==> config.mk <==
export PLATFORM = sky130hd
export DESIGN_NAME = wifi_rsn_element_parser_core_flat
export DESIGN_NICKNAME = d
export VERILOG_FILES = /design/src/hdl/rsnp_pkg.sv /design/src/hdl/rsnp_in_if.sv /design/src/hdl/rsnp_out_if.sv /design/src/hdl/rsnp_front.sv /design/src/hdl/rsnp_queue.sv /design/src/hdl/rsnp_back.sv /design/src/hdl/wifi_rsn_element_parser_core.sv /design/src/flat_wrapper.sv
export SDC_FILE = /design/constraint.sdc
export NUM_CORES = 1
export LEC_CHECK = 0
export BUFFER_PORTS_ARGS = -buffer_cell sky130_fd_sc_hd__buf_2
export CAP_MARGIN = 20
export CORE_UTILIZATION = 55
export DETAILED_ROUTE_END_ITERATION = 8
export PLACE_DENSITY = 0.84
export SKIP_CTS_REPAIR_TIMING = 1
export SLEW_MARGIN = 20
export SYNTH_ARGS = -nofsm -noshare
export SYNTH_HDL_FRONTEND = slang
export SYNTH_SLANG_ARGS = --single-unit
==> constraint.sdc <==
create_clock -name clk -period 6.65 [get_ports clk]
set_input_delay 0.9975 -clock clk [delete_from_list [all_inputs] [get_ports clk]]
set_output_delay 0.9975 -clock clk [all_outputs]
set_load 0.05 [all_outputs]
==> src/hdl/rsnp_pkg.sv <==
// Shared types, record codes and suite tables of the RSN element parser.
// No dependencies.
package rsnp_pkg;

  localparam int unsigned QueueDepth = 4;
  localparam int unsigned QueueAw    = $clog2(QueueDepth);
  localparam int unsigned MaxRecs    = 3;

  localparam logic [3:0] KindSsid    = 4'd0;
  localparam logic [3:0] KindVersion = 4'd1;
  localparam logic [3:0] KindGroup   = 4'd2;
  localparam logic [3:0] KindPair    = 4'd3;
  localparam logic [3:0] KindAkm     = 4'd4;
  localparam logic [3:0] KindCaps    = 4'd5;
  localparam logic [3:0] KindPmkCnt  = 4'd6;
  localparam logic [3:0] KindMgmt    = 4'd7;
  localparam logic [3:0] KindTail    = 4'd8;
  localparam logic [3:0] KindInvalid = 4'd9;

  localparam logic [1:0] OuiMs    = 2'd0;
  localparam logic [1:0] OuiIeee  = 2'd1;
  localparam logic [1:0] OuiWfa   = 2'd2;
  localparam logic [1:0] OuiOther = 2'd3;

  localparam logic [7:0] SuiteCcmp  = 8'd4;
  localparam logic [7:0] Suite8021x = 8'd1;

  typedef struct packed {
    logic [3:0]  kind;
    logic [15:0] value;
    logic [1:0]  oui;
    logic [7:0]  stype;
    logic        known;
    logic        dflt;
  } rec_t;

  typedef struct packed {
    logic [1:0] count;
    rec_t [MaxRecs-1:0] recs;
  } bundle_t;

  function automatic logic [1:0] oui_of(input logic [23:0] h);
    case (h)
      24'h0050f2: oui_of = OuiMs;
      24'h000fac: oui_of = OuiIeee;
      24'h506f9a: oui_of = OuiWfa;
      default:    oui_of = OuiOther;
    endcase
  endfunction

  function automatic logic cipher_known(input logic [1:0] oui, input logic [7:0] t);
    if (oui == OuiMs) cipher_known = (t inside {8'd0, 8'd1, 8'd2, 8'd4, 8'd5});
    else if (oui == OuiIeee) cipher_known = (t <= 8'd8) && (t != 8'd3);
    else cipher_known = 1'b0;
  endfunction

  function automatic logic akm_known(input logic [1:0] oui, input logic [7:0] t);
    if (oui == OuiMs || oui == OuiWfa) akm_known = (t inside {8'd1, 8'd2});
    else if (oui == OuiIeee) akm_known = (t inside {[8'd1:8'd18]}) && (t != 8'd10);
    else akm_known = 1'b0;
  endfunction

  function automatic rec_t mk_rec(input logic [3:0] kind, input logic [15:0] value);
    rec_t r;
    r = '0;
    r.kind  = kind;
    r.value = value;
    return r;
  endfunction

  function automatic rec_t mk_default(input logic [3:0] kind, input logic [7:0] t);
    rec_t r;
    r = '0;
    r.kind  = kind;
    r.oui   = OuiIeee;
    r.stype = t;
    r.known = 1'b1;
    r.dflt  = 1'b1;
    return r;
  endfunction

  function automatic rec_t mk_suite(input logic [3:0] kind, input logic [23:0] held,
                                    input logic [7:0] t);
    rec_t r;
    r = '0;
    r.kind  = kind;
    r.oui   = oui_of(held);
    r.stype = t;
    r.known = (kind == KindAkm) ? akm_known(r.oui, t) : cipher_known(r.oui, t);
    return r;
  endfunction

endpackage

==> src/hdl/rsnp_in_if.sv <==
// Input byte channel of the RSN element parser.
// Depends on nothing.
interface rsnp_in_if;
  logic        valid;
  logic        ready;
  logic [7:0]  data_byte;
  logic        first_byte;
  logic [15:0] buffer_length;
  modport source(output valid, data_byte, first_byte, buffer_length, input ready);
  modport sink(input valid, data_byte, first_byte, buffer_length, output ready);
endinterface

==> src/hdl/rsnp_out_if.sv <==
// Record output channel of the RSN element parser.
// Depends on nothing.
interface rsnp_out_if;
  logic        valid;
  logic        ready;
  logic [3:0]  record_kind;
  logic [15:0] record_value;
  logic [1:0]  oui_class;
  logic [7:0]  suite_type;
  logic        suite_known;
  logic        defaulted;
  logic        last_of_run;
  modport source(output valid, record_kind, record_value, oui_class, suite_type,
                 suite_known, defaulted, last_of_run, input ready);
  modport sink(input valid, record_kind, record_value, oui_class, suite_type,
               suite_known, defaulted, last_of_run, output ready);
endinterface

==> src/hdl/rsnp_front.sv <==
// Front end: accepts buffer bytes, walks the elements and builds record bundles.
// Depends on rsnp_pkg and rsnp_in_if.
module rsnp_front (
  input  logic              clk,
  input  logic              rst,
  rsnp_in_if.sink           in_ch,
  input  logic              q_full,
  output logic              push,
  output rsnp_pkg::bundle_t bundle
);
  import rsnp_pkg::*;

  typedef enum logic [3:0] {
    PH_TYPE, PH_LEN, PH_SKIP, PH_SSID, PH_VER, PH_GROUP, PH_PCOUNT, PH_PSUITE,
    PH_ACOUNT, PH_ASUITE, PH_CAPS, PH_PMKCNT, PH_PMKSKIP, PH_MGMT, PH_TAIL, PH_DONE
  } phase_t;

  localparam logic [1:0] EkOther = 2'd0;
  localparam logic [1:0] EkSsid  = 2'd1;
  localparam logic [1:0] EkRsn   = 2'd2;

  phase_t      phase, phase_next;
  logic [1:0]  ekind, ekind_next;
  logic [7:0]  ebl, ebl_next;
  logic [15:0] bbl, bbl_next;
  logic [7:0]  sil, sil_next;
  logic [1:0]  bif, bif_next;
  logic [23:0] held, held_next;

  logic        accept;
  logic [7:0]  b;
  logic [15:0] rem;
  logic [7:0]  left;
  logic [15:0] cnt;
  logic        takes, need4, done;
  logic [1:0]  n;
  rec_t        recs [MaxRecs];

  assign in_ch.ready = !q_full;
  assign accept      = in_ch.valid && in_ch.ready;
  assign b           = in_ch.data_byte;

  always_comb begin
    phase_next = phase;
    ekind_next = ekind;
    ebl_next   = ebl;
    bbl_next   = bbl;
    sil_next   = sil;
    bif_next   = bif;
    held_next  = held;
    n          = 2'd0;
    for (int i = 0; i < MaxRecs; i++) recs[i] = '0;
    rem   = '0;
    left  = '0;
    cnt   = {b, held[7:0]};
    takes = 1'b0;
    need4 = 1'b0;
    done  = 1'b0;

    if (in_ch.first_byte) begin
      phase_next = PH_TYPE;
      ekind_next = EkOther;
      ebl_next   = '0;
      bbl_next   = in_ch.buffer_length;
      sil_next   = '0;
      bif_next   = '0;
      held_next  = '0;
    end

    if (bbl_next != 16'd0 && phase_next != PH_DONE) begin
      rem      = bbl_next;
      bbl_next = rem - 16'd1;
      if (phase_next == PH_TYPE) begin
        if (rem < 16'd2) phase_next = PH_DONE;
        else begin
          ekind_next = (b == 8'd0) ? EkSsid : (b == 8'd48) ? EkRsn : EkOther;
          phase_next = PH_LEN;
        end
      end else if (phase_next == PH_LEN) begin
        if (bbl_next < {8'd0, b}) phase_next = PH_DONE;
        else begin
          ebl_next   = b;
          bif_next   = '0;
          held_next  = '0;
          phase_next = PH_SKIP;
          if (ekind_next == EkSsid) begin
            if (b > 8'd32) begin
              recs[0] = mk_rec(KindInvalid, {8'd0, b});
              n = 2'd1;
            end else phase_next = PH_SSID;
          end else if (ekind_next == EkRsn) begin
            if (b < 8'd2) begin
              recs[0] = mk_rec(KindInvalid, {8'd0, b});
              n = 2'd1;
            end else phase_next = PH_VER;
          end
          if (b == 8'd0) phase_next = PH_TYPE;
        end
      end else begin
        ebl_next = ebl_next - 8'd1;
        left     = ebl_next;
        // collect multi-byte fields; done marks the closing byte
        takes = phase_next inside {PH_VER, PH_GROUP, PH_PCOUNT, PH_ACOUNT, PH_PSUITE,
                                   PH_ASUITE, PH_CAPS, PH_PMKCNT, PH_MGMT};
        need4 = phase_next inside {PH_GROUP, PH_PSUITE, PH_ASUITE, PH_MGMT};
        done  = need4 ? (bif == 2'd3) : (bif != 2'd0);
        if (takes) begin
          if (!done) begin
            held_next = {held[15:0], b};
            bif_next  = bif + 2'd1;
          end else bif_next = '0;
        end
        case (phase_next)
          PH_SSID: begin
            recs[0] = mk_rec(KindSsid, {8'd0, b});
            n = 2'd1;
          end
          PH_VER: if (done) begin
            recs[0] = mk_rec(KindVersion, cnt);
            n = 2'd1;
            if (left < 8'd4) begin
              recs[1] = mk_default(KindGroup, SuiteCcmp);
              recs[2] = mk_default(KindPair, SuiteCcmp);
              n = 2'd3;
              phase_next = PH_SKIP;
            end else phase_next = PH_GROUP;
          end
          PH_GROUP: if (done) begin
            recs[0] = mk_suite(KindGroup, held, b);
            n = 2'd1;
            if (left < 8'd2) begin
              recs[1] = mk_default(KindPair, SuiteCcmp);
              n = 2'd2;
              phase_next = PH_SKIP;
            end else phase_next = PH_PCOUNT;
          end
          PH_PCOUNT, PH_ACOUNT: if (done) begin
            if (cnt > {10'd0, left[7:2]}) begin
              recs[0] = mk_rec(KindTail, {8'd0, held[7:0]});
              recs[1] = mk_rec(KindTail, {8'd0, b});
              n = 2'd2;
              phase_next = PH_TAIL;
            end else begin
              sil_next = cnt[7:0];
              if (phase_next == PH_PCOUNT) begin
                if (cnt == 16'd0) begin
                  if (left < 8'd2) begin
                    recs[0] = mk_default(KindAkm, Suite8021x);
                    n = 2'd1;
                    phase_next = PH_SKIP;
                  end else phase_next = PH_ACOUNT;
                end else phase_next = PH_PSUITE;
              end else begin
                if (cnt == 16'd0) phase_next = (left >= 8'd2) ? PH_CAPS : PH_TAIL;
                else phase_next = PH_ASUITE;
              end
            end
          end
          PH_PSUITE: if (done) begin
            recs[0] = mk_suite(KindPair, held, b);
            n = 2'd1;
            sil_next = sil - 8'd1;
            if (sil_next == 8'd0) begin
              if (left < 8'd2) begin
                recs[1] = mk_default(KindAkm, Suite8021x);
                n = 2'd2;
                phase_next = PH_SKIP;
              end else phase_next = PH_ACOUNT;
            end
          end
          PH_ASUITE: if (done) begin
            recs[0] = mk_suite(KindAkm, held, b);
            n = 2'd1;
            sil_next = sil - 8'd1;
            if (sil_next == 8'd0) phase_next = (left >= 8'd2) ? PH_CAPS : PH_TAIL;
          end
          PH_CAPS: if (done) begin
            recs[0] = mk_rec(KindCaps, cnt);
            n = 2'd1;
            phase_next = (left >= 8'd2) ? PH_PMKCNT : PH_TAIL;
          end
          PH_PMKCNT: if (done) begin
            if (cnt > {12'd0, left[7:4]}) begin
              recs[0] = mk_rec(KindTail, {8'd0, held[7:0]});
              recs[1] = mk_rec(KindTail, {8'd0, b});
              n = 2'd2;
              phase_next = PH_TAIL;
            end else begin
              recs[0] = mk_rec(KindPmkCnt, cnt);
              n = 2'd1;
              // count is at most 15 here, so 16 * count fits in 8 bits
              sil_next = {cnt[3:0], 4'd0};
              if (cnt == 16'd0) phase_next = (left >= 8'd4) ? PH_MGMT : PH_TAIL;
              else phase_next = PH_PMKSKIP;
            end
          end
          PH_PMKSKIP: begin
            sil_next = sil - 8'd1;
            if (sil_next == 8'd0) phase_next = (left >= 8'd4) ? PH_MGMT : PH_TAIL;
          end
          PH_MGMT: if (done) begin
            recs[0] = mk_suite(KindMgmt, held, b);
            n = 2'd1;
            phase_next = PH_TAIL;
          end
          PH_TAIL: begin
            recs[0] = mk_rec(KindTail, {8'd0, b});
            n = 2'd1;
          end
          default: ;
        endcase
        if (ebl_next == 8'd0) begin
          phase_next = PH_TYPE;
          bif_next   = '0;
        end
      end
    end
  end

  assign push         = accept && (n != 2'd0);
  assign bundle.count = n;
  always_comb begin
    for (int i = 0; i < MaxRecs; i++) bundle.recs[i] = recs[i];
  end

  always_ff @(posedge clk) begin
    if (rst) begin
      phase <= PH_TYPE;
      ekind <= EkOther;
      ebl   <= '0;
      bbl   <= '0;
      sil   <= '0;
      bif   <= '0;
      held  <= '0;
    end else if (accept) begin
      phase <= phase_next;
      ekind <= ekind_next;
      ebl   <= ebl_next;
      bbl   <= bbl_next;
      sil   <= sil_next;
      bif   <= bif_next;
      held  <= held_next;
    end
  end

endmodule

==> src/hdl/rsnp_queue.sv <==
// Short bundle queue between the parser front end and the record back end.
// Depends on rsnp_pkg.
module rsnp_queue (
  input  logic              clk,
  input  logic              rst,
  input  logic              push,
  input  rsnp_pkg::bundle_t wr_bundle,
  input  logic              pop,
  output logic              full,
  output logic              nonempty,
  output rsnp_pkg::bundle_t head
);
  import rsnp_pkg::*;

  bundle_t           slots [QueueDepth];
  logic [QueueAw-1:0] wr_ptr, rd_ptr;
  logic [QueueAw:0]   fill;

  assign full     = (fill == (QueueAw+1)'(QueueDepth));
  assign nonempty = (fill != '0);
  assign head     = slots[rd_ptr];

  always_ff @(posedge clk) begin
    if (push) slots[wr_ptr] <= wr_bundle;
  end

  always_ff @(posedge clk) begin
    if (rst) begin
      wr_ptr <= '0;
      rd_ptr <= '0;
      fill   <= '0;
    end else begin
      if (push) wr_ptr <= wr_ptr + 1'b1;
      if (pop) rd_ptr <= rd_ptr + 1'b1;
      case ({push, pop})
        2'b10:   fill <= fill + 1'b1;
        2'b01:   fill <= fill - 1'b1;
        default: fill <= fill;
      endcase
    end
  end

endmodule

==> src/hdl/rsnp_back.sv <==
// Back end: sends the records of each queued bundle one per transfer.
// Depends on rsnp_pkg and rsnp_out_if.
module rsnp_back (
  input  logic              clk,
  input  logic              rst,
  input  logic              nonempty,
  input  rsnp_pkg::bundle_t head,
  output logic              pop,
  rsnp_out_if.source        out_ch
);
  import rsnp_pkg::*;

  logic       valid;
  logic [1:0] idx;
  logic       load, last;
  rec_t       rec, cur;
  logic       cur_last;

  assign load = nonempty && (!valid || out_ch.ready);
  assign last = (idx + 2'd1 == head.count);
  assign pop  = load && last;
  assign rec  = head.recs[idx];

  always_ff @(posedge clk) begin
    if (rst) begin
      valid <= 1'b0;
      idx   <= '0;
    end else begin
      if (load) begin
        valid <= 1'b1;
        idx   <= last ? 2'd0 : idx + 2'd1;
      end else if (out_ch.ready) valid <= 1'b0;
    end
  end

  // hold payload until the transfer completes
  always_ff @(posedge clk) begin
    if (load) begin
      cur      <= rec;
      cur_last <= last;
    end
  end

  assign out_ch.valid        = valid;
  assign out_ch.record_kind  = cur.kind;
  assign out_ch.record_value = cur.value;
  assign out_ch.oui_class    = cur.oui;
  assign out_ch.suite_type   = cur.stype;
  assign out_ch.suite_known  = cur.known;
  assign out_ch.defaulted    = cur.dflt;
  assign out_ch.last_of_run  = cur_last;

endmodule

==> src/hdl/wifi_rsn_element_parser_core.sv <==
// Channel   Dir  Payload
// in_ch     in   data_byte, first_byte, buffer_length
// out_ch    out  record_kind, record_value, oui_class, suite_type, suite_known,
//                defaulted, last_of_run
// One byte is taken per cycle while the four-entry bundle queue has room.
// Each byte yields zero to three records; the back end sends one record
// per cycle while out_ch is ready, so sustained input rate is one byte per cycle
// when records per byte average one. Reset (rst, synchronous) empties the queue
// and returns the walker to awaiting an element type.
// Depends on rsnp_pkg, rsnp_in_if, rsnp_out_if, rsnp_front, rsnp_queue, rsnp_back.
module wifi_rsn_element_parser_core (
  input  logic        clk,
  input  logic        rst,
  rsnp_in_if.sink     in_ch,
  rsnp_out_if.source  out_ch
);
  import rsnp_pkg::*;

  logic    push, pop, full, nonempty;
  bundle_t wr_bundle, head;

  rsnp_front u_front (
    .clk(clk), .rst(rst), .in_ch(in_ch), .q_full(full), .push(push), .bundle(wr_bundle)
  );

  rsnp_queue u_queue (
    .clk(clk), .rst(rst), .push(push), .wr_bundle(wr_bundle), .pop(pop),
    .full(full), .nonempty(nonempty), .head(head)
  );

  rsnp_back u_back (
    .clk(clk), .rst(rst), .nonempty(nonempty), .head(head), .pop(pop), .out_ch(out_ch)
  );

endmodule
==> src/flat_wrapper.sv <==
// flat-port wrapper written by rule: the top's interface ports become plain ports
module wifi_rsn_element_parser_core_flat import rsnp_pkg::*;
  (clk, rst, in_ch_valid, in_ch_data_byte, in_ch_first_byte, in_ch_buffer_length, in_ch_ready, out_ch_valid, out_ch_record_kind, out_ch_record_value, out_ch_oui_class, out_ch_suite_type, out_ch_suite_known, out_ch_defaulted, out_ch_last_of_run, out_ch_ready);
  rsnp_in_if in_ch_i ();
  rsnp_out_if out_ch_i ();
  input  logic clk;
  input  logic rst;
  input wire logic [$bits(in_ch_i.valid)-1:0] in_ch_valid;
  input wire logic [$bits(in_ch_i.data_byte)-1:0] in_ch_data_byte;
  input wire logic [$bits(in_ch_i.first_byte)-1:0] in_ch_first_byte;
  input wire logic [$bits(in_ch_i.buffer_length)-1:0] in_ch_buffer_length;
  output wire logic [$bits(in_ch_i.ready)-1:0] in_ch_ready;
  output wire logic [$bits(out_ch_i.valid)-1:0] out_ch_valid;
  output wire logic [$bits(out_ch_i.record_kind)-1:0] out_ch_record_kind;
  output wire logic [$bits(out_ch_i.record_value)-1:0] out_ch_record_value;
  output wire logic [$bits(out_ch_i.oui_class)-1:0] out_ch_oui_class;
  output wire logic [$bits(out_ch_i.suite_type)-1:0] out_ch_suite_type;
  output wire logic [$bits(out_ch_i.suite_known)-1:0] out_ch_suite_known;
  output wire logic [$bits(out_ch_i.defaulted)-1:0] out_ch_defaulted;
  output wire logic [$bits(out_ch_i.last_of_run)-1:0] out_ch_last_of_run;
  input wire logic [$bits(out_ch_i.ready)-1:0] out_ch_ready;
  assign in_ch_i.valid = in_ch_valid;
  assign in_ch_i.data_byte = in_ch_data_byte;
  assign in_ch_i.first_byte = in_ch_first_byte;
  assign in_ch_i.buffer_length = in_ch_buffer_length;
  assign in_ch_ready = in_ch_i.ready;
  assign out_ch_valid = out_ch_i.valid;
  assign out_ch_record_kind = out_ch_i.record_kind;
  assign out_ch_record_value = out_ch_i.record_value;
  assign out_ch_oui_class = out_ch_i.oui_class;
  assign out_ch_suite_type = out_ch_i.suite_type;
  assign out_ch_suite_known = out_ch_i.suite_known;
  assign out_ch_defaulted = out_ch_i.defaulted;
  assign out_ch_last_of_run = out_ch_i.last_of_run;
  assign out_ch_i.ready = out_ch_ready;
  wifi_rsn_element_parser_core u_core (.clk(clk), .rst(rst), .in_ch(in_ch_i), .out_ch(out_ch_i));
endmodule
==> results.yml <==
outcome:
  status: "finished, final reports clean"
placement:
  dp_hpwl_um: 26400
  portBuffers: 63
  place_congestion: 0.965
cells_and_area:
  n_antenna_cell: 0
  n_fill_cell: 2001
  regArea_mm2: 0.00828
  drive_gt1_share_pct: 17.2
  area_growth_pct: 12.1
  layout.nets: 1392
  multi_input_area_mm2: 0.00632
logic_synthesis:
  synth_area_leaders: "edfxtp_1 45%, dfxtp_1 10%, mux4_2 7.2%, nand2_1 2.7%, nor2_1 2.7%"
  ys_warn_count: 0
  synth_area_leader_cell: "edfxtp_1"
  avgSynthCellArea_um2: 11.8
  ys_ff_latch: 301
  synth_flop_cell: "edfxtp_1"
  synth_top_area_share_pct: 44.9
  synth_area_mm2: 0.0150
  synth_cells: 1276
  mappedNetlistNets: 1338
  async_flop_share_pct: 0
  ys_seq_area_share_pct: 55.0
  synth_cell_type_count: 94
  synth-edff-count: 225
  yosys-top-cells-count: "225 x edfxtp_1, 110 x nand2_1, 109 x nor2_1"
  yosysMostFrequentCell: "edfxtp_1"
floorplanning:
  dieArea_mm2: 0.0280
  initial_utilization_pct: 56.0
  core_area_mm2: 0.0269
  io_pins: 64
  die_h_um: 167
  die_w_um: 167
  rows: 60
worst_setup_path:
  cp.arrival_ps: 6280
  r2r-start: "u_core.u_front.ebl[0]"
  r2r_slack_ps: 1280
  cp-start-kind: "input port"
  path_cells: "buf_2, nand2b_1, ha_1, a21oi_1, a211oi_1, ha_1, o21a_1, o31ai_1, a21oi_1, maj3_1, o21ai_1, o21a_1, nor3_1, o31a_4, inv_1, ha_1, inv_1, fa_1, xor2_1, or3_1, a21oi_1"
  r2r_cells: 20
  setup.worst_path.class: "in2reg"
  critical_path.max_stage_delay_ps: 440
  reg2reg_to: "u_core.u_queue.fill[2]"
  worstPathMaxFanout: 17
  endpoint_kind: "flop"
  crit_cells: 21
  critPathCapture: "u_core.u_queue.fill[2]"
  worstPathRequired_ps: 7080
  critPathBufInv: 3
  crit_start: "in_ch_first_byte"
  slowest_stage: "o31a_4"
  cp_top_family: "compound AO/OA/AOI/OAI gates"
power_and_ir_drop:
  netSwitchingPower_mw: 0.991
  power.total_mw: 4.21
  p_leak_nw: 5.70
  vdd_ir_drop_max_mv: 0.166
  power.share.clock_pct: 43.0
  pwr-share-comb_pct: 8.4
  p_seq_share_pct: 48.5
  power_density_mw_per_mm2: 250
  p_int_mw: 3.22
  p_sw_share_pct: 23.5
clock_tree:
  htreeDepth: 2
  cts_buffer_depth: 3
  clock-root-buffer: "clkbuf_16"
  clock_sinks: 301
  cts_made_buffers: 34
  clk_pin_slew_worst_paths_ps: 50
  cts_tree: "done"
  clk_latency_ps: 510
sta:
  hold_viol: 0
  setup-violations-final: 0
  fmax_mhz: 171
  tightest_slew_ps: 1020
  period_share_pct: 88.0
  rsz0062_at_grt: "no"
  maxSlewHeadroom_pct: 31.6
  period_needed_ps: 5850
  final.setup.tns_ps: 0
  skew_ps: 20.3
  final-max-slew-violation-count: 0
drt:
  ant_nets: 0
  dr.first_iter.drc_count: 1336
  drt-pass1-iter-count: 5
  finalWirelength_um: 40200
  vias: 11063
  vias_per_cell: 6.52
  drc: 0
  wl_per_cell_um: 23.7
min_path:
  min_path_type: "reg2reg"
grt:
  track_usage_pct: 28.8
  grt_start_max_net_pins: 49
  grt_pass1_vias: 10751
  grt_pass1_wl_um: 62100
  overflow: 0
  antenna_found_initial: 0
job:
  maxCapViolCount: 0
==> metrics by stage <==
| stage | cell area (um2) | instances | util (%) | hold slack (ps) | setup WS, ps |
|---|---|---|---|---|---|
| detailed placement | 15800 | 1635 | 58.6 | 460 | 351 |
| CTS | 16800 | 1696 | 62.7 | 477 | 852 |
| finish | 16900 | 1696 | 62.7 | 476 | 799 |
| global placement | 15800 | 1635 | 58.6 | 453 | 620 |
| global route | 16900 | 1696 | 62.7 | 500 | 373 |
| floorplan | 15000 | 1276 | - | 442 | 56.1 |
==> area by class of cell <==
cell class | instances | area share (%)
multi-input combinational | 865 | 37.5
timing repair buffer | 98 | 3.73
clock buffer | 48 | 5.61
clock inverter | 13 | 0.809
tap | 341 | 2.53
sequential | 301 | 49.1
inverter | 30 | 0.668
==> power by group through the flow <==
stage / Sequential (mW) / Clock (mW) / Combinational, mW
after floorplan: 2.08 / 0 / 0.246
final: 2.04 / 1.81 / 0.355
after detailed placement: 2.08 / 0 / 0.346
after global routing: 2.05 / 1.89 / 0.385
after global placement: 2.08 / 0 / 0.342
after CTS: 2.04 / 1.83 / 0.349
==> state kept, by name, summed over array words and instances, names as in the netlist, 3 cells and up, named ones only <==
| signal | cells |
|---|---|
| u_core.u_back.out_ch.record_value | 16 |
| u_core.u_back.out_ch.suite_type | 8 |
| u_core.u_back.out_ch.record_kind | 4 |
| u_core.u_queue.slots | 192 |
| u_core.u_front.ebl | 8 |
| u_core.u_front.bbl | 16 |
| u_core.u_front.sil | 8 |
| u_core.u_queue.fill | 3 |
| u_core.u_front.held | 24 |
| u_core.u_front.phase | 4 |
==> layout by cell type (no fill, tap or decap), types with 15 or more instances in the layout <==
| cell | instances |
|---|---|
| nor3_1 | 30 |
| mux2i_1 | 29 |
| buf_4 | 31 |
| dfxtp_1 | 74 |
| ha_1 | 32 |
| o21ai_1 | 15 |
| nand3_1 | 20 |
| nor2_1 | 109 |
| a22o_1 | 26 |
| nand2_1 | 110 |
| nor4_1 | 33 |
| and2_1 | 34 |
| o21ai_0 | 53 |
| a21oi_1 | 68 |
| nand2b_1 | 16 |
| buf_2 | 63 |
| inv_1 | 28 |
| clkbuf_16 | 36 |
| mux4_2 | 48 |
| edfxtp_1 | 225 |
==> tightest hold or removal path: cells and delay by family (launching register included) <==
kind | cells | cell delay, ps
DFF | 1 | 320
and+or+nand+nor | 1 | 60
AOI/OAI and AO/OA | 1 | 50
==> how the worst min path moves through the flow <==
stage | end | start | slack [ps] | cells past startpoint
2_1_floorplan | u_core.u_front.bbl[9] | u_core.u_front.bbl[9] | 440 | 2
3_3_place_gp | u_core.u_front.bbl[9] | u_core.u_front.bbl[9] | 450 | 2
3_5_place_dp | u_core.u_front.held[23] | u_core.u_front.held[23] | 460 | 1
4_1_cts | u_core.u_front.held[23] | u_core.u_front.held[23] | 480 | 1
5_1_grt | u_core.u_front.bbl[9] | u_core.u_front.bbl[9] | 500 | 2
6_report | u_core.u_front.bbl[0] | u_core.u_front.bbl[0] | 480 | 2
==> per-layer routing <==
metal / up-vias / global-route usage (%) / wire length [um]
li1: 4994 / - / -
met1: 5363 / 39.3 / 16400
met2: 606 / 46.4 / 19000
met3: 100 / 3.81 / 3160
met4: 0 / 12.6 / 1640
met5: - / 0 / 0
==> kinds of logic (layout without fill, tap and decap cells) <==
| group | count (synthesis) | after routing | share of synthesized area, % |
|---|---|---|---|
| XOR/XNOR | 23 | 23 | 1.34 |
| multiplexers | 80 | 80 | 9.37 |
| adder cells (fa/ha/maj) | 35 | 35 | 2.93 |
| buffers and inverters | 110 | 189 | 3.05 |
| flip-flops | 301 | 301 | 55.0 |
| AO/OA/AOI/OAI | 287 | 287 | 13.0 |
| AND/OR/NAND/NOR | 440 | 440 | 15.2 |
No activity file was read; power rests on OpenSTA's default activity.
